--- config.mk ---
export PLATFORM = sky130hd
export DESIGN_NAME = pan_tilt_target_tracker_top_flat
export DESIGN_NICKNAME = d
export VERILOG_FILES = /design/src/hw/rtl/ptt_pkg.sv /design/src/hw/rtl/ptt_if.sv /design/src/hw/rtl/pan_tilt_target_tracker_top.sv /design/src/hw/rtl/ptt_regs.sv /design/src/hw/rtl/ptt_cordic.sv /design/src/flat_wrapper.sv
export SDC_FILE = /design/constraint.sdc
export NUM_CORES = 2
export LEC_CHECK = 0
export BUFFER_PORTS_ARGS = -buffer_cell sky130_fd_sc_hd__buf_2
export CAP_MARGIN = 20
export CORE_ASPECT_RATIO = 1.5
export CORE_MARGIN = 2
export CORE_UTILIZATION = 29
export DETAILED_ROUTE_END_ITERATION = 16
export PLACE_DENSITY_LB_ADDON = 0.1
export SLEW_MARGIN = 15
export SYNTH_ARGS = -nofsm -noshare
export SYNTH_HDL_FRONTEND = slang
export SYNTH_HIERARCHICAL = 1
export SYNTH_SLANG_ARGS = --single-unit
--- constraint.sdc ---
create_clock -name clk -period 12.5 [get_ports clk]
set_clock_uncertainty 0.05 [all_clocks]
set_input_delay 0 -clock clk [delete_from_list [all_inputs] [get_ports clk]]
set_output_delay 0 -clock clk [all_outputs]
set_load 0.005 [all_outputs]
--- src/hw/rtl/ptt_pkg.sv ---
// ptt_pkg: shared constants, codes and types of the pan/tilt target tracker
// no dependencies; imported by every rtl file of the tracker
package ptt_pkg;

	localparam int COORD_BITS      = 10;
	localparam int ATAN_ITERATIONS = 14;

	localparam int POS_BITS     = COORD_BITS + 1;
	localparam int SQ_BITS      = 2 * POS_BITS;
	localparam int METRIC_BITS  = 2 * POS_BITS;
	localparam int SUM_BITS     = METRIC_BITS + 1;
	localparam int ERR_BITS     = POS_BITS + 1;
	localparam int CENTER_BITS  = 10;
	localparam int FOCAL_BITS   = 12;
	localparam int TIMEOUT_BITS = 16;
	localparam int TIME_BITS    = 32;
	localparam int ANGLE_BITS   = 15;
	localparam int STATUS_BITS  = 2;
	localparam int OP_BITS      = 2;

	// apb side
	localparam int DATA_BITS    = 32;
	localparam int ADDR_BITS    = 5;
	localparam int REG_IDX_BITS = ADDR_BITS - 2;

	// cordic sizing: magnitude bits plus guard, gain and sign headroom
	localparam int TABLE_LEN    = 20;
	localparam int GUARD        = 16;
	localparam int MAG_BITS     = (FOCAL_BITS > ERR_BITS) ? FOCAL_BITS : ERR_BITS;
	localparam int CORDIC_BITS  = GUARD + MAG_BITS + 3;
	localparam int Z_BITS       = 24;
	localparam int CNT_BITS     = $clog2(TABLE_LEN + 1);
	localparam int STEPS_INT    = (ATAN_ITERATIONS < TABLE_LEN) ? ATAN_ITERATIONS : TABLE_LEN;
	localparam logic [CNT_BITS-1:0] CORDIC_STEPS = CNT_BITS'(STEPS_INT);

	localparam logic [ANGLE_BITS-1:0] ANGLE_LIMIT = 15'd12868;

	// atan(2^-i) in Q20
	localparam logic [Z_BITS-1:0] ATAN_Q20 [TABLE_LEN] = '{
		24'd823550, 24'd486170, 24'd256879, 24'd130396, 24'd65451,
		24'd32757,  24'd16383,  24'd8192,   24'd4096,   24'd2048,
		24'd1024,   24'd512,    24'd256,    24'd128,    24'd64,
		24'd32,     24'd16,     24'd8,      24'd4,      24'd2
	};

	// item operations
	localparam logic [OP_BITS-1:0] OP_CAND  = 2'd0;
	localparam logic [OP_BITS-1:0] OP_EMPTY = 2'd1;
	localparam logic [OP_BITS-1:0] OP_START = 2'd2;
	localparam logic [OP_BITS-1:0] OP_STOP  = 2'd3;

	// result status
	localparam logic [STATUS_BITS-1:0] ST_NONE    = 2'd0;
	localparam logic [STATUS_BITS-1:0] ST_NEW     = 2'd1;
	localparam logic [STATUS_BITS-1:0] ST_TIMEOUT = 2'd2;

	// register indexes
	localparam logic [REG_IDX_BITS-1:0] REG_CENTER_X = 3'd0;
	localparam logic [REG_IDX_BITS-1:0] REG_CENTER_Y = 3'd1;
	localparam logic [REG_IDX_BITS-1:0] REG_FOCAL    = 3'd2;
	localparam logic [REG_IDX_BITS-1:0] REG_MODE     = 3'd3;
	localparam logic [REG_IDX_BITS-1:0] REG_TIMEOUT  = 3'd4;

	typedef struct packed {
		logic [CENTER_BITS-1:0]  center_x;
		logic [CENTER_BITS-1:0]  center_y;
		logic [FOCAL_BITS-1:0]   focal_length;
		logic                    selection_mode;
		logic [TIMEOUT_BITS-1:0] timeout_span;
	} ptt_cfg_t;

	typedef struct packed {
		logic                       start;
		logic signed [ERR_BITS-1:0] err;
		logic [FOCAL_BITS-1:0]      focal;
	} ptt_cordic_req_t;

	typedef struct packed {
		logic                         done;
		logic signed [ANGLE_BITS-1:0] angle;
	} ptt_cordic_rsp_t;

endpackage

--- src/hw/rtl/ptt_if.sv ---
// ptt_item_if and ptt_result_if: valid/ready channels of the tracker
// depends on ptt_pkg for field widths
interface ptt_item_if;
	import ptt_pkg::*;

	logic                  valid;
	logic                  ready;
	logic [OP_BITS-1:0]    op;
	logic [COORD_BITS-1:0] rect_left;
	logic [COORD_BITS-1:0] rect_top;
	logic [COORD_BITS-1:0] rect_width;
	logic [COORD_BITS-1:0] rect_height;
	logic                  last;
	logic [TIME_BITS-1:0]  now_ms;

	modport source (output valid, op, rect_left, rect_top, rect_width, rect_height, last,
		now_ms, input ready);
	modport sink (input valid, op, rect_left, rect_top, rect_width, rect_height, last,
		now_ms, output ready);
endinterface

interface ptt_result_if;
	import ptt_pkg::*;

	logic                         valid;
	logic                         ready;
	logic signed [ANGLE_BITS-1:0] pan_angle;
	logic signed [ANGLE_BITS-1:0] tilt_angle;
	logic [STATUS_BITS-1:0]       status;
	logic                         tracking;

	modport source (output valid, pan_angle, tilt_angle, status, tracking, input ready);
	modport sink (input valid, pan_angle, tilt_angle, status, tracking, output ready);
endinterface

--- src/hw/rtl/pan_tilt_target_tracker_top.sv ---
// Pan/tilt target tracker, top level.
// Depends on ptt_pkg, ptt_if, ptt_regs and ptt_cordic.
//
// Usage: detection rectangles stream in on the item channel, one per transfer,
// with op = candidate; last = 1 on a candidate, or an empty-frame item, closes
// the frame. Start and stop items arm and disarm tracking and give no result.
// Each frame close gives exactly one transfer on the result channel: pan and
// tilt angles in q13 radians, the status and the tracking flag.
// Configuration goes through the apb port (center, focal length, first pick
// rule, timeout); the user writes it only while the block is idle; not enforced.
// Flow: one item is worked on at a time and item.ready is low meanwhile. A
// started candidate goes through accept, two squares on the shared multiplier
// and a compare. A frame close with a new track runs the shared cordic unit
// twice, pan then tilt, each run ending early when its error is zero; a close
// without a new track goes straight from the close state to the output state.
// Reset (arst_n low) clears tracking state and loads the register defaults.
// The result sits in an output register; while the receiver stalls the block
// keeps taking items and only waits when a second result is ready to go out.
module pan_tilt_target_tracker_top (
	input  logic                          clk,
	input  logic                          arst_n,
	input  logic                          psel,
	input  logic                          penable,
	input  logic                          pwrite,
	input  logic [ptt_pkg::ADDR_BITS-1:0] paddr,
	input  logic [ptt_pkg::DATA_BITS-1:0] pwdata,
	output logic [ptt_pkg::DATA_BITS-1:0] prdata,
	output logic                          pready,
	ptt_item_if.sink                      item,
	ptt_result_if.source                  result
);
	import ptt_pkg::*;

	localparam logic [2:0] S_IDLE  = 3'd0;
	localparam logic [2:0] S_SQ_A  = 3'd1;
	localparam logic [2:0] S_SQ_B  = 3'd2;
	localparam logic [2:0] S_CMP   = 3'd3;
	localparam logic [2:0] S_CLOSE = 3'd4;
	localparam logic [2:0] S_PAN   = 3'd5;
	localparam logic [2:0] S_TILT  = 3'd6;
	localparam logic [2:0] S_OUT   = 3'd7;

	ptt_cfg_t        cfg;
	ptt_cordic_req_t creq;
	ptt_cordic_rsp_t crsp;

	logic [2:0] state_q;

	// tracking state
	logic                   started_q, tracking_q, has_pick_q;
	logic [METRIC_BITS-1:0] best_q;
	logic [POS_BITS-1:0]    pick_x_q, pick_y_q, target_x_q, target_y_q;
	logic [TIME_BITS-1:0]   last_seen_q;

	// current item
	logic [POS_BITS-1:0]   mx_q, my_q;
	logic [COORD_BITS-1:0] w_q, h_q;
	logic                  last_q;
	logic [TIME_BITS-1:0]  now_q;

	// datapath
	logic [SQ_BITS-1:0]     sq_q;
	logic [SUM_BITS-1:0]    sum_q;
	logic [POS_BITS-1:0]    ref_x, ref_y, op_a;
	logic [SQ_BITS-1:0]     prod;
	logic [METRIC_BITS-1:0] metric;
	logic                   use_w, better, accept, timed_out, load_out;
	logic [POS_BITS-1:0]    mid_x, mid_y;

	logic signed [ANGLE_BITS-1:0] pan_q, tilt_q;
	logic [STATUS_BITS-1:0]       status_q;

	logic                         out_valid_q;
	logic signed [ANGLE_BITS-1:0] res_pan_q, res_tilt_q;
	logic [STATUS_BITS-1:0]       res_status_q;
	logic                         res_tracking_q;

	function automatic logic [POS_BITS-1:0] absdiff(input logic [POS_BITS-1:0] a,
		input logic [POS_BITS-1:0] b);
		return (a > b) ? a - b : b - a;
	endfunction

	ptt_regs u_regs (
		.clk     (clk),
		.arst_n  (arst_n),
		.psel    (psel),
		.penable (penable),
		.pwrite  (pwrite),
		.paddr   (paddr),
		.pwdata  (pwdata),
		.prdata  (prdata),
		.pready  (pready),
		.cfg     (cfg)
	);

	ptt_cordic u_cordic (
		.clk    (clk),
		.arst_n (arst_n),
		.req    (creq),
		.rsp    (crsp)
	);

	assign item.ready = (state_q == S_IDLE);
	assign accept     = item.valid && item.ready;

	assign mid_x = POS_BITS'(item.rect_left) + POS_BITS'(item.rect_width[COORD_BITS-1:1]);
	assign mid_y = POS_BITS'(item.rect_top) + POS_BITS'(item.rect_height[COORD_BITS-1:1]);

	// first pick by size only when not tracking and in largest-diagonal mode
	assign use_w = !tracking_q && !cfg.selection_mode;
	assign ref_x = tracking_q ? target_x_q : POS_BITS'(cfg.center_x);
	assign ref_y = tracking_q ? target_y_q : POS_BITS'(cfg.center_y);

	// one shared squarer: x term in S_SQ_A, y term in S_SQ_B
	always_comb begin
		if (state_q == S_SQ_A) begin
			op_a = use_w ? POS_BITS'(w_q) : absdiff(mx_q, ref_x);
		end else begin
			op_a = use_w ? POS_BITS'(h_q) : absdiff(my_q, ref_y);
		end
	end
	assign prod = SQ_BITS'(op_a) * SQ_BITS'(op_a);

	assign metric = sum_q[SUM_BITS-1] ? '1 : sum_q[METRIC_BITS-1:0];
	assign better = use_w ? (metric > best_q) : (metric < best_q);

	assign timed_out = {1'b0, now_q} > ((TIME_BITS+1)'(last_seen_q) +
		(TIME_BITS+1)'(cfg.timeout_span));

	// pan is launched from the close cycle, tilt right when pan finishes
	always_comb begin
		creq.start = ((state_q == S_CLOSE) && started_q && has_pick_q) ||
			((state_q == S_PAN) && crsp.done);
		creq.focal = cfg.focal_length;
		if (state_q == S_CLOSE) begin
			creq.err = $signed(ERR_BITS'(cfg.center_x)) - $signed(ERR_BITS'(pick_x_q));
		end else begin
			creq.err = $signed(ERR_BITS'(cfg.center_y)) - $signed(ERR_BITS'(target_y_q));
		end
	end

	assign load_out = (state_q == S_OUT) && (!out_valid_q || result.ready);

	always_ff @(posedge clk or negedge arst_n) begin
		if (!arst_n) begin
			state_q     <= S_IDLE;
			started_q   <= 1'b0;
			tracking_q  <= 1'b0;
			has_pick_q  <= 1'b0;
			best_q      <= '0;
			pick_x_q    <= '0;
			pick_y_q    <= '0;
			target_x_q  <= '0;
			target_y_q  <= '0;
			last_seen_q <= '0;
		end else begin
			unique case (state_q)
				S_IDLE: begin
					if (accept) begin
						unique case (item.op)
							OP_CAND: begin
								if (started_q) begin
									state_q <= S_SQ_A;
								end else if (item.last) begin
									state_q <= S_CLOSE;
								end
							end
							OP_EMPTY: state_q <= S_CLOSE;
							OP_START: begin
								started_q  <= 1'b1;
								tracking_q <= 1'b0;
								has_pick_q <= 1'b0;
								best_q     <= '0;
							end
							OP_STOP: begin
								started_q  <= 1'b0;
								tracking_q <= 1'b0;
								has_pick_q <= 1'b0;
								best_q     <= '0;
							end
							default: ;
						endcase
					end
				end
				S_SQ_A: state_q <= S_SQ_B;
				S_SQ_B: state_q <= S_CMP;
				S_CMP: begin
					if (!has_pick_q || better) begin
						has_pick_q <= 1'b1;
						best_q     <= metric;
						pick_x_q   <= mx_q;
						pick_y_q   <= my_q;
					end
					state_q <= last_q ? S_CLOSE : S_IDLE;
				end
				S_CLOSE: begin
					has_pick_q <= 1'b0;
					best_q     <= '0;
					if (started_q && has_pick_q) begin
						tracking_q  <= 1'b1;
						target_x_q  <= pick_x_q;
						target_y_q  <= pick_y_q;
						last_seen_q <= now_q;
						state_q     <= S_PAN;
					end else begin
						if (started_q && tracking_q && timed_out) begin
							started_q  <= 1'b0;
							tracking_q <= 1'b0;
						end
						state_q <= S_OUT;
					end
				end
				S_PAN: begin
					if (crsp.done) begin
						state_q <= S_TILT;
					end
				end
				S_TILT: begin
					if (crsp.done) begin
						state_q <= S_OUT;
					end
				end
				S_OUT: begin
					if (load_out) begin
						state_q <= S_IDLE;
					end
				end
				default: state_q <= S_IDLE;
			endcase
		end
	end

	// item fields and datapath registers
	always_ff @(posedge clk) begin
		if (accept) begin
			mx_q   <= mid_x;
			my_q   <= mid_y;
			w_q    <= item.rect_width;
			h_q    <= item.rect_height;
			last_q <= item.last;
			now_q  <= item.now_ms;
		end
		if (state_q == S_SQ_A) begin
			sq_q <= prod;
		end
		if (state_q == S_SQ_B) begin
			sum_q <= SUM_BITS'(sq_q) + SUM_BITS'(prod);
		end
		if (state_q == S_CLOSE) begin
			pan_q  <= '0;
			tilt_q <= '0;
			if (started_q && has_pick_q) begin
				status_q <= ST_NEW;
			end else if (started_q && tracking_q && timed_out) begin
				status_q <= ST_TIMEOUT;
			end else begin
				status_q <= ST_NONE;
			end
		end
		if (state_q == S_PAN && crsp.done) begin
			pan_q <= crsp.angle;
		end
		if (state_q == S_TILT && crsp.done) begin
			tilt_q <= crsp.angle;
		end
		if (load_out) begin
			res_pan_q      <= pan_q;
			res_tilt_q     <= tilt_q;
			res_status_q   <= status_q;
			res_tracking_q <= tracking_q;
		end
	end

	always_ff @(posedge clk or negedge arst_n) begin
		if (!arst_n) begin
			out_valid_q <= 1'b0;
		end else if (load_out) begin
			out_valid_q <= 1'b1;
		end else if (result.ready) begin
			out_valid_q <= 1'b0;
		end
	end

	assign result.valid      = out_valid_q;
	assign result.pan_angle  = res_pan_q;
	assign result.tilt_angle = res_tilt_q;
	assign result.status     = res_status_q;
	assign result.tracking   = res_tracking_q;

endmodule

--- src/hw/rtl/ptt_regs.sv ---
// ptt_regs: apb configuration registers of the tracker
// depends on ptt_pkg
module ptt_regs (
	input  logic                          clk,
	input  logic                          arst_n,
	input  logic                          psel,
	input  logic                          penable,
	input  logic                          pwrite,
	input  logic [ptt_pkg::ADDR_BITS-1:0] paddr,
	input  logic [ptt_pkg::DATA_BITS-1:0] pwdata,
	output logic [ptt_pkg::DATA_BITS-1:0] prdata,
	output logic                          pready,
	output ptt_pkg::ptt_cfg_t             cfg
);
	import ptt_pkg::*;

	ptt_cfg_t                cfg_q;
	logic [REG_IDX_BITS-1:0] idx;
	logic                    wr;

	assign idx    = paddr[ADDR_BITS-1:2];
	assign wr     = psel && penable && pwrite;
	assign pready = 1'b1;
	assign cfg    = cfg_q;

	always_ff @(posedge clk or negedge arst_n) begin
		if (!arst_n) begin
			cfg_q.center_x       <= 10'd320;
			cfg_q.center_y       <= 10'd240;
			cfg_q.focal_length   <= 12'd500;
			cfg_q.selection_mode <= 1'b0;
			cfg_q.timeout_span   <= 16'd1000;
		end else if (wr) begin
			unique case (idx)
				REG_CENTER_X: cfg_q.center_x       <= pwdata[CENTER_BITS-1:0];
				REG_CENTER_Y: cfg_q.center_y       <= pwdata[CENTER_BITS-1:0];
				REG_FOCAL:    cfg_q.focal_length   <= pwdata[FOCAL_BITS-1:0];
				REG_MODE:     cfg_q.selection_mode <= pwdata[0];
				REG_TIMEOUT:  cfg_q.timeout_span   <= pwdata[TIMEOUT_BITS-1:0];
				default: ;
			endcase
		end
	end

	always_comb begin
		unique case (idx)
			REG_CENTER_X: prdata = DATA_BITS'(cfg_q.center_x);
			REG_CENTER_Y: prdata = DATA_BITS'(cfg_q.center_y);
			REG_FOCAL:    prdata = DATA_BITS'(cfg_q.focal_length);
			REG_MODE:     prdata = DATA_BITS'(cfg_q.selection_mode);
			REG_TIMEOUT:  prdata = DATA_BITS'(cfg_q.timeout_span);
			default:      prdata = '0;
		endcase
	end

endmodule

--- src/hw/rtl/ptt_cordic.sv ---
// ptt_cordic: iterative cordic vectoring unit, one rotation per cycle
// depends on ptt_pkg; returns atan(|err| / focal) in q13 with the sign of err
module ptt_cordic (
	input  logic                     clk,
	input  logic                     arst_n,
	input  ptt_pkg::ptt_cordic_req_t req,
	output ptt_pkg::ptt_cordic_rsp_t rsp
);
	import ptt_pkg::*;

	logic signed [CORDIC_BITS-1:0] x_q, y_q, dx, dy;
	logic signed [Z_BITS-1:0]      z_q;
	logic [CNT_BITS-1:0]           iter_q;
	logic                          busy_q, zero_q, neg_q, done_q;
	logic signed [ANGLE_BITS-1:0]  angle_q;
	logic [ERR_BITS-1:0]           mag;
	logic [FOCAL_BITS-1:0]         focal_eff;
	logic [Z_BITS-1:0]             z_pos, z_rnd;
	logic [Z_BITS-8:0]             q;
	logic [ANGLE_BITS-1:0]         q_sat;
	logic signed [ANGLE_BITS-1:0]  angle_fin;

	assign mag       = req.err[ERR_BITS-1] ? $unsigned(-req.err) : $unsigned(req.err);
	assign focal_eff = (req.focal == '0) ? FOCAL_BITS'(1) : req.focal;

	// floor shifts of the current vector
	assign dx = x_q >>> iter_q;
	assign dy = y_q >>> iter_q;

	// clamp at zero, round q20 to q13, clamp to the angle limit
	assign z_pos     = z_q[Z_BITS-1] ? '0 : $unsigned(z_q);
	assign z_rnd     = z_pos + Z_BITS'(64);
	assign q         = z_rnd[Z_BITS-1:7];
	assign q_sat     = (q > (Z_BITS-7)'(ANGLE_LIMIT)) ? ANGLE_LIMIT : q[ANGLE_BITS-1:0];
	assign angle_fin = neg_q ? -$signed(q_sat) : $signed(q_sat);

	always_ff @(posedge clk or negedge arst_n) begin
		if (!arst_n) begin
			busy_q <= 1'b0;
			done_q <= 1'b0;
			iter_q <= '0;
		end else begin
			done_q <= 1'b0;
			if (req.start) begin
				busy_q <= 1'b1;
				iter_q <= '0;
			end else if (busy_q) begin
				if (zero_q || iter_q == CORDIC_STEPS) begin
					busy_q <= 1'b0;
					done_q <= 1'b1;
				end else begin
					iter_q <= iter_q + CNT_BITS'(1);
				end
			end
		end
	end

	always_ff @(posedge clk) begin
		if (req.start) begin
			x_q    <= CORDIC_BITS'({focal_eff, {GUARD{1'b0}}});
			y_q    <= CORDIC_BITS'({mag, {GUARD{1'b0}}});
			z_q    <= '0;
			zero_q <= (mag == '0);
			neg_q  <= req.err[ERR_BITS-1];
		end else if (busy_q) begin
			if (zero_q) begin
				angle_q <= '0;
			end else if (iter_q == CORDIC_STEPS) begin
				angle_q <= angle_fin;
			end else if (y_q > 0) begin
				x_q <= x_q + dy;
				y_q <= y_q - dx;
				z_q <= z_q + $signed(ATAN_Q20[iter_q]);
			end else begin
				x_q <= x_q - dy;
				y_q <= y_q + dx;
				z_q <= z_q - $signed(ATAN_Q20[iter_q]);
			end
		end
	end

	assign rsp.done  = done_q;
	assign rsp.angle = angle_q;

endmodule

--- src/flat_wrapper.sv ---
// flat-port wrapper written by rule: the top's interface ports become plain ports
module pan_tilt_target_tracker_top_flat import ptt_pkg::*;
  (clk, arst_n, psel, penable, pwrite, paddr, pwdata, prdata, pready, item_valid, item_op, item_rect_left, item_rect_top, item_rect_width, item_rect_height, item_last, item_now_ms, item_ready, result_valid, result_pan_angle, result_tilt_angle, result_status, result_tracking, result_ready);
  ptt_item_if item_i ();
  ptt_result_if result_i ();
  input  logic clk;
  input  logic arst_n;
  input  logic psel;
  input  logic penable;
  input  logic pwrite;
  input  logic [ptt_pkg::ADDR_BITS-1:0] paddr;
  input  logic [ptt_pkg::DATA_BITS-1:0] pwdata;
  output logic [ptt_pkg::DATA_BITS-1:0] prdata;
  output logic pready;
  input wire logic [$bits(item_i.valid)-1:0] item_valid;
  input wire logic [$bits(item_i.op)-1:0] item_op;
  input wire logic [$bits(item_i.rect_left)-1:0] item_rect_left;
  input wire logic [$bits(item_i.rect_top)-1:0] item_rect_top;
  input wire logic [$bits(item_i.rect_width)-1:0] item_rect_width;
  input wire logic [$bits(item_i.rect_height)-1:0] item_rect_height;
  input wire logic [$bits(item_i.last)-1:0] item_last;
  input wire logic [$bits(item_i.now_ms)-1:0] item_now_ms;
  output wire logic [$bits(item_i.ready)-1:0] item_ready;
  output wire logic [$bits(result_i.valid)-1:0] result_valid;
  output wire logic [$bits(result_i.pan_angle)-1:0] result_pan_angle;
  output wire logic [$bits(result_i.tilt_angle)-1:0] result_tilt_angle;
  output wire logic [$bits(result_i.status)-1:0] result_status;
  output wire logic [$bits(result_i.tracking)-1:0] result_tracking;
  input wire logic [$bits(result_i.ready)-1:0] result_ready;
  assign item_i.valid = item_valid;
  assign item_i.op = item_op;
  assign item_i.rect_left = item_rect_left;
  assign item_i.rect_top = item_rect_top;
  assign item_i.rect_width = item_rect_width;
  assign item_i.rect_height = item_rect_height;
  assign item_i.last = item_last;
  assign item_i.now_ms = item_now_ms;
  assign item_ready = item_i.ready;
  assign result_valid = result_i.valid;
  assign result_pan_angle = result_i.pan_angle;
  assign result_tilt_angle = result_i.tilt_angle;
  assign result_status = result_i.status;
  assign result_tracking = result_i.tracking;
  assign result_i.ready = result_ready;
  pan_tilt_target_tracker_top u_core (.clk(clk), .arst_n(arst_n), .psel(psel), .penable(penable), .pwrite(pwrite), .paddr(paddr), .pwdata(pwdata), .prdata(prdata), .pready(pready), .item(item_i), .result(result_i));
endmodule
* Word level (Yosys, flattened, before mapping)
Memory sizes are Yosys's and may differ from the RTL's.
Cells that the tools add are included.
** Cells by class
- Equal/unequal tests :: 30
- Add/subtract/negate cells :: 20
- Bitwise logic cells :: 4
- Multipliers :: 1
- Shift operators :: 2
- Order comparisons :: 8
- Reduce and logical (&&, ||, !) cells :: 48
- Divide/modulo/power cells :: 0
- Mux-type cells :: 70
** Operators by type and width (number)
- 28-bit two-way mux :: 8
- 15-bit two-way mux :: 6
- 22-bit two-way mux :: 4
- 16-bit one-hot mux with 5 select lines :: 1
- 11-bit two-way mux :: 7
- 24-bit two-way mux :: 3
- 22-bit one-hot mux with 3 select lines :: 1
- 31-bit adder :: 2
- 31-bit two-way mux :: 2
- 31-bit by 5-bit >>> shifter with 31-bit output :: 2
- 31-bit subtractor :: 2
- 11-bit subtractor :: 4
- 12-bit two-way mux :: 3
- 32-bit by 16-bit adder with 33-bit output :: 1
- 32-bit by 33-bit > comparator with 1-bit output :: 1
- 31-bit by 1-bit > comparator with 1-bit output (second input constant) :: 1
- 23-bit by 7-bit adder with 24-bit output (second input constant) :: 1
- 24-bit adder :: 1
- 12-bit zero test :: 2
- 3-bit one-hot mux with 8 select lines :: 1
- 10-bit by 11-bit subtractor with 12-bit output :: 2
- 24-bit subtractor :: 1
- 22-bit by 22-bit adder with 23-bit output :: 1
- 23-bit two-way mux :: 1
- other kinds (42) :: 125
** Word-level totals
- Logic and storage cells :: 226
- Register bits after elaboration :: 449
- ROM bits :: 768
- Memory bits (writable) :: 0
- Memories :: 1
- Output and inout bits :: 68
- Bits in latches :: 0
** Memories
- (name not given) :: words 32, bits a word 24, read ports 1, clocked after Yosys merged registers in 0, wr ports 0, line ptt_cordic.sv:77 : z_q <= z_q - $signed(ATAN_Q20[iter_q]);

* Depth between registers and ports, before layout
- Depth after elaboration :: 7
- Mapped depth :: 47
- Mapped depth without buffers :: 42

* Cells and area by module
Netlist, hierarchy kept.
** By module, submodules not included
- pan_tilt_target_tracker_top :: cells each 1941, times used 1, area an instance 20298.2 um^2
- ptt_cordic :: cells each 1984, times used 1, area an instance 15970.3 um^2
- ptt_regs :: cells each 188, times used 1, area an instance 2477.4 um^2

* Worst setup path before layout
OpenSTA, ideal clock, no wires.
- Kind :: register to register
- Start point :: register u_core.tracking_q
- End point :: register u_core.sum_q[21], data pin
- Stages on the path, launching flop included :: 42
- Data required time :: 12255 ps
- Data arrival time :: 9424 ps
- Path buffers :: 5
- Path slack :: 2831 ps
- Library setup time :: 195 ps
- Path through :: dfrtp_1 -> buf_1 -> buf_1 -> mux2i_1 -> inv_1 -> ha_1 -> buf_2 -> a21oi_1 -> a31oi_1 -> a21oi_1 -> a21o_1 -> buf_2 -> buf_4 -> mux2_2 -> a21oi_1 -> xor2_1 -> a221o_1 -> nor2_1 -> [... 6 more ...] -> inv_1 -> fa_1 -> inv_1 -> ha_1 -> a21o_1 -> a21oi_1 -> nand2_1 -> o211a_1 -> o21a_1 -> o21a_1 -> nor2_1 -> xnor2_1 -> ha_1 -> o21a_1 -> o21ai_0 -> inv_1 -> o221a_2 -> o311ai_0
** On the way
- Cells in the longest elaborated chain, start to end :: 7
- Elaborated cells on any way between the ends :: 17
- Classes of those cells :: 5 x add/sub; 1 x mul; 2 x order compare; 7 x mux; 2 x reduce/logical
** Ends and longest elaborated chain
- from (decl) :: line pan_tilt_target_tracker_top.sv:50 : logic started_q, tracking_q, has_pick_q;
- from (signal assigned) :: line pan_tilt_target_tracker_top.sv:148 : tracking_q <= 1'b0;
- from (signal assigned) :: line pan_tilt_target_tracker_top.sv:171 : tracking_q <= 1'b0;
- from (signal assigned) :: line pan_tilt_target_tracker_top.sv:177 : tracking_q <= 1'b0;
- 11-bit two-way mux (on tied branches) :: line pan_tilt_target_tracker_top.sv:112, pan_tilt_target_tracker_top.sv:111
- 11-bit subtractor or 11-bit > comparator (tied branches) :: line pan_tilt_target_tracker_top.sv:80 : return (a > b) ? a - b : b - a;
- 11-bit two-way mux :: line pan_tilt_target_tracker_top.sv:80
- 11-bit two-way mux (on tied branches) :: line pan_tilt_target_tracker_top.sv:119, pan_tilt_target_tracker_top.sv:117
- 11-bit two-way mux * :: line pan_tilt_target_tracker_top.sv:116 : if (state_q == S_SQ_A) begin
- 11-bit by 11-bit multiplier with 22-bit output * :: line pan_tilt_target_tracker_top.sv:122 : assign prod = SQ_BITS'(op_a) * SQ_BITS'(op_a);
- via u_core.prod[17] :: line pan_tilt_target_tracker_top.sv:65 : logic [SQ_BITS-1:0] prod;
- 22-bit by 22-bit adder with 23-bit output * :: line pan_tilt_target_tracker_top.sv:247 : sum_q <= SUM_BITS'(sq_q) + SUM_BITS'(prod);
- to (signal assigned) :: line pan_tilt_target_tracker_top.sv:247
- to (decl) :: line pan_tilt_target_tracker_top.sv:63 : logic [SUM_BITS-1:0] sum_q;
The timed path passes the listed nets; every way through them passes the cells marked *.
A chain may end at the register's enable or synchronous reset.

* Worst setup path after layout
Same ends and word-level chain as after synthesis.

==> impl_summary.txt <==
----------------------------------------------------
[Timing]
  Total setup violations reported at the end of the flow ... 0
  Share of the clock period used by the worst path after layout ... 0.871
  Max-slew headroom ... 0.210
  RSZ-0062 raised after global routing ... false
  Number of max-slew violations in the final report ... 0
  Post-Route Hold Slack ... 0.0596 ns
  Worst Setup Slack, final ... 1.61 ns
  Least-Margin Pin Slew ... 1.18 ns
  Total Neg Setup Slack ... 0 ns
  Minimum clock period after layout ... 10.89 ns
  Final hold violation count ... 0
  Maximum clock rate ... 0.0918 GHz

[Yosys]
  Total number of yosys warnings ... 6
  Number of storage elements in the synthesis netlist ... 448
  Sequential fraction of the synthesis area ... 0.311
  Syn avg cell area ... 9.42 sq um
  Proportion of synthesized flip-flops having asynchronous set or reset ... 0.359
  Count leader, synth ... nand2_1
  Post-synth top area cell ... edfxtp_1
  Top flip-flop cell by instance count after synthesis ... edfxtp_1
  Share of the synthesized area in the top cell type ... 0.174
  Synth top area cells ... edfxtp_1, ha_1, dfrtp_1, mux4_2, mux2_2
  Unique masters post-synth ... 110
  Cell types with the highest counts after synthesis ... nand2_1, ha_1, nor2_1
  Post-synthesis cell count ... 4113
  Post-synth design cell area ... 0.0387 sq mm
  Post-synth EDFFs ... 225

[Drt]
  DRC violations left ... 0
  Iter 0 DRT Violations ... 1664
  Post-detailed-route count of antenna-violating nets ... 0
  Final routed wire length divided by cell count ... 21.0 microns
  Via density per instance ... 5.12
  Total wirelength of the detailed-routed design ... 128000 microns
  First-pass iteration count of the detailed router ... 5
  Overall via count from detail_route ... 31400

[Hold path]
  Worst Hold Path Cells ... 2
  Beginning of the worst hold path ... item_rect_width[8]
  Worst Hold End ... u_core/w_q[8]
  Class of the tightest hold or removal check ... input pin to flip-flop

[Cells and area]
  Post-route standard cell area excluding fillers ... 0.0447 sq mm
  Filler cells ... 13800
  Fraction of final layout cells sized beyond drive strength 1 ... 0.143
  Layout area overhead ... 15.3%
  Area of the multi-input gates ... 0.0247 sq mm
  Register Area ... 0.0121 sq mm
  Number of nets in the layout ... 4851

[Placement]
  Pre-CTS worst setup slack ... 1.56 ns
  Final GP Congestion ... 0.914
  Area post-placement ... 0.0412 sq mm
  DPL Wire Length ... 99600 microns
  Port buffer count ... 151

[GRT]
  Vias in the first global route ... 32300
  Maximum number of pins on one net before global-route repair ... 67
  Remaining global-route overflow ... 0
  Global-route wire length before repair ... 196000 microns
  Number of antenna violations at the first check in global routing ... 2
  Total Routing Usage GR ... 0.186

[Floorplanning]
  Die X ... 302 microns
  Overall die height ... 452 microns
  Die area ... 0.137 sq mm
  Core Box Area ... 0.133 sq mm
  IO Pins ... 187
  # rows ... 164
  Initial Util ... 0.291

[Clocking]
  Source-to-sink clock delay at the later pin of the worst-skew pair ... 0.66 ns
  Post-CTS setup repair buffer count ... 0
  Clock tree from TritonCTS ... built
  Post-CTS sizing ... 0
  Clock-pin slew on the worst setup and hold paths ... 0.06 ns
  CTS HTree Levels ... 2
  Total clock buffers created by CTS ... 53
  Bufs on Longest Clock Path ... 3
  Library cell used as clock root buffer ... clkbuf_16
  Clock sink count ... 448
  Quantity of hold-fixing buffers added after cts ... 158

[Critical path]
  Data arrival time of the critical path ... 11.26 ns
  Capture instance of the worst register-to-register path ... u_core/sum_q[21]
  Highest net fanout along the worst path ... 20
  CP startpoint kind ... flip-flop
  Worst-case reg-to-reg path depth ... 37
  Worst setup path class ... flip-flop to flip-flop
  Sort of element at the end of the critical path ... flip-flop
  Worst path required time ... 12.87 ns
  Cell with the most instances on the worst path ... inv_1
  Crit path max-delay cell type ... dfrtp_1
  Beginning of the worst register-to-register path ... u_core/tracking_q
  Crit-path max cell delay ... 0.92 ns
  Internal reg-to-reg setup slack ... 1.61 ns

[Run status]
  Outcome ... completed

[Job]
  Max-Cap Viols ... 0

----------------------------------------------------
## worst max-delay path by stage
stage	startpoint	endpoint	slack (ns)	depth (start not counted)
finish	u_core/tracking_q	u_core/sum_q[21]	1.61	37
global route	u_core/tracking_q	u_core/sum_q[22]	0.80	39
global placement	u_core/tracking_q	u_core/sum_q[22]	1.61	39
CTS	u_core/tracking_q	u_core/sum_q[21]	1.52	37
detailed placement	u_core/tracking_q	u_core/sum_q[21]	1.56	37
floorplan	u_core/tracking_q	u_core/sum_q[21]	2.83	41
## routing by layer
layer  global-route usage  wire (microns)  vias up
met3               0.0179            3480      226
met4               0.0884            6780        2
li1                     -               -    15300
met1                0.197           48400    15300
met2                0.362           69700      569
met5                    0              11        -
## metrics by stage
stage                util  std cells
global route        0.336       6122
floorplan               -       4128
finish              0.336       6122
detailed placement  0.310       5862
global placement    0.309       5860
CTS                 0.336       6119
## worst max-delay path: cells and delay by family (launching register included)
family	cells	cell delay, ns
compound gates	15	4.28
xor+xnor	2	0.30
fa+ha+maj	8	3.40
buf+inv	8	0.77
flops	1	0.92
mux	2	0.69
simple gates	2	0.26
## state kept, by name (all words and copies together) (netlist names), 21 cells and up
| name | flops |
|---|---|
| u_core/sq_q | 21 |
| u_core/best_q | 22 |
| u_core/sum_q | 23 |
| u_core/u_cordic/z_q | 24 |
| u_core/now_q | 32 |
| u_core/u_cordic/y_q | 31 |
| u_core/last_seen_q | 32 |
| u_core/u_regs/cfg | 49 |
| u_core/u_cordic/x_q | 31 |
## logic make-up after synthesis
| family | synth area share |
|---|---|
| AOI/OAI and AO/OA | 0.162 |
| xor gates and xnor gates | 0.0595 |
| adders and majority gates | 0.143 |
| buffers and inverters | 0.0552 |
| DFF | 0.311 |
| muxes | 0.118 |
| other | 0.000194 |
| and+or+nand+nor | 0.151 |
## cells in the final DEF (no fill, tap or decap), types with 17 or more instances in the layout
| cell type | n |
|---|---|
| nand2_1 | 373 |
| ha_1 | 325 |
| nor2_1 | 305 |
| inv_1 | 280 |
| a21oi_1 | 275 |
| edfxtp_1 | 225 |
| o21ai_0 | 198 |
| dlygate4sd3_1 | 157 |
| xnor2_1 | 157 |
| buf_2 | 151 |
| dfrtp_1 | 138 |
| mux2_2 | 134 |
| mux2i_1 | 107 |
| xor2_1 | 106 |
| a21o_1 | 83 |
| mux4_2 | 78 |
| nor3_1 | 74 |
| fa_1 | 73 |
| dfxtp_1 | 62 |
| nor2b_1 | 61 |
| nand2b_1 | 58 |
| nand3_1 | 57 |
| and2_1 | 57 |
| clkbuf_16 | 55 |
| buf_4 | 49 |
| o21a_1 | 48 |
| or2_2 | 41 |
| o22ai_1 | 39 |
| a211oi_1 | 39 |
| a31oi_1 | 36 |
| and3_1 | 33 |
| nand4_1 | 32 |
| a22o_1 | 25 |
| nor4_1 | 23 |
| o21bai_1 | 19 |
| o211ai_1 | 19 |
| o31ai_1 | 19 |
| dfstp_2 | 18 |
| conb_1 | 17 |
## area by class of cell
class | count | area share
multi-input combinational | 3183 | 0.552
antenna | 1 | 0.0000560
inverter | 286 | 0.0241
timing repair buffer | 362 | 0.0625
tap | 1743 | 0.0488
sequential | 448 | 0.270
clock inverter | 33 | 0.00919
clock buffer | 66 | 0.0328
Power is left out: the tool's default activity adds up to more than one toggle a clock period on the data nets, which glitch-free logic cannot reach.
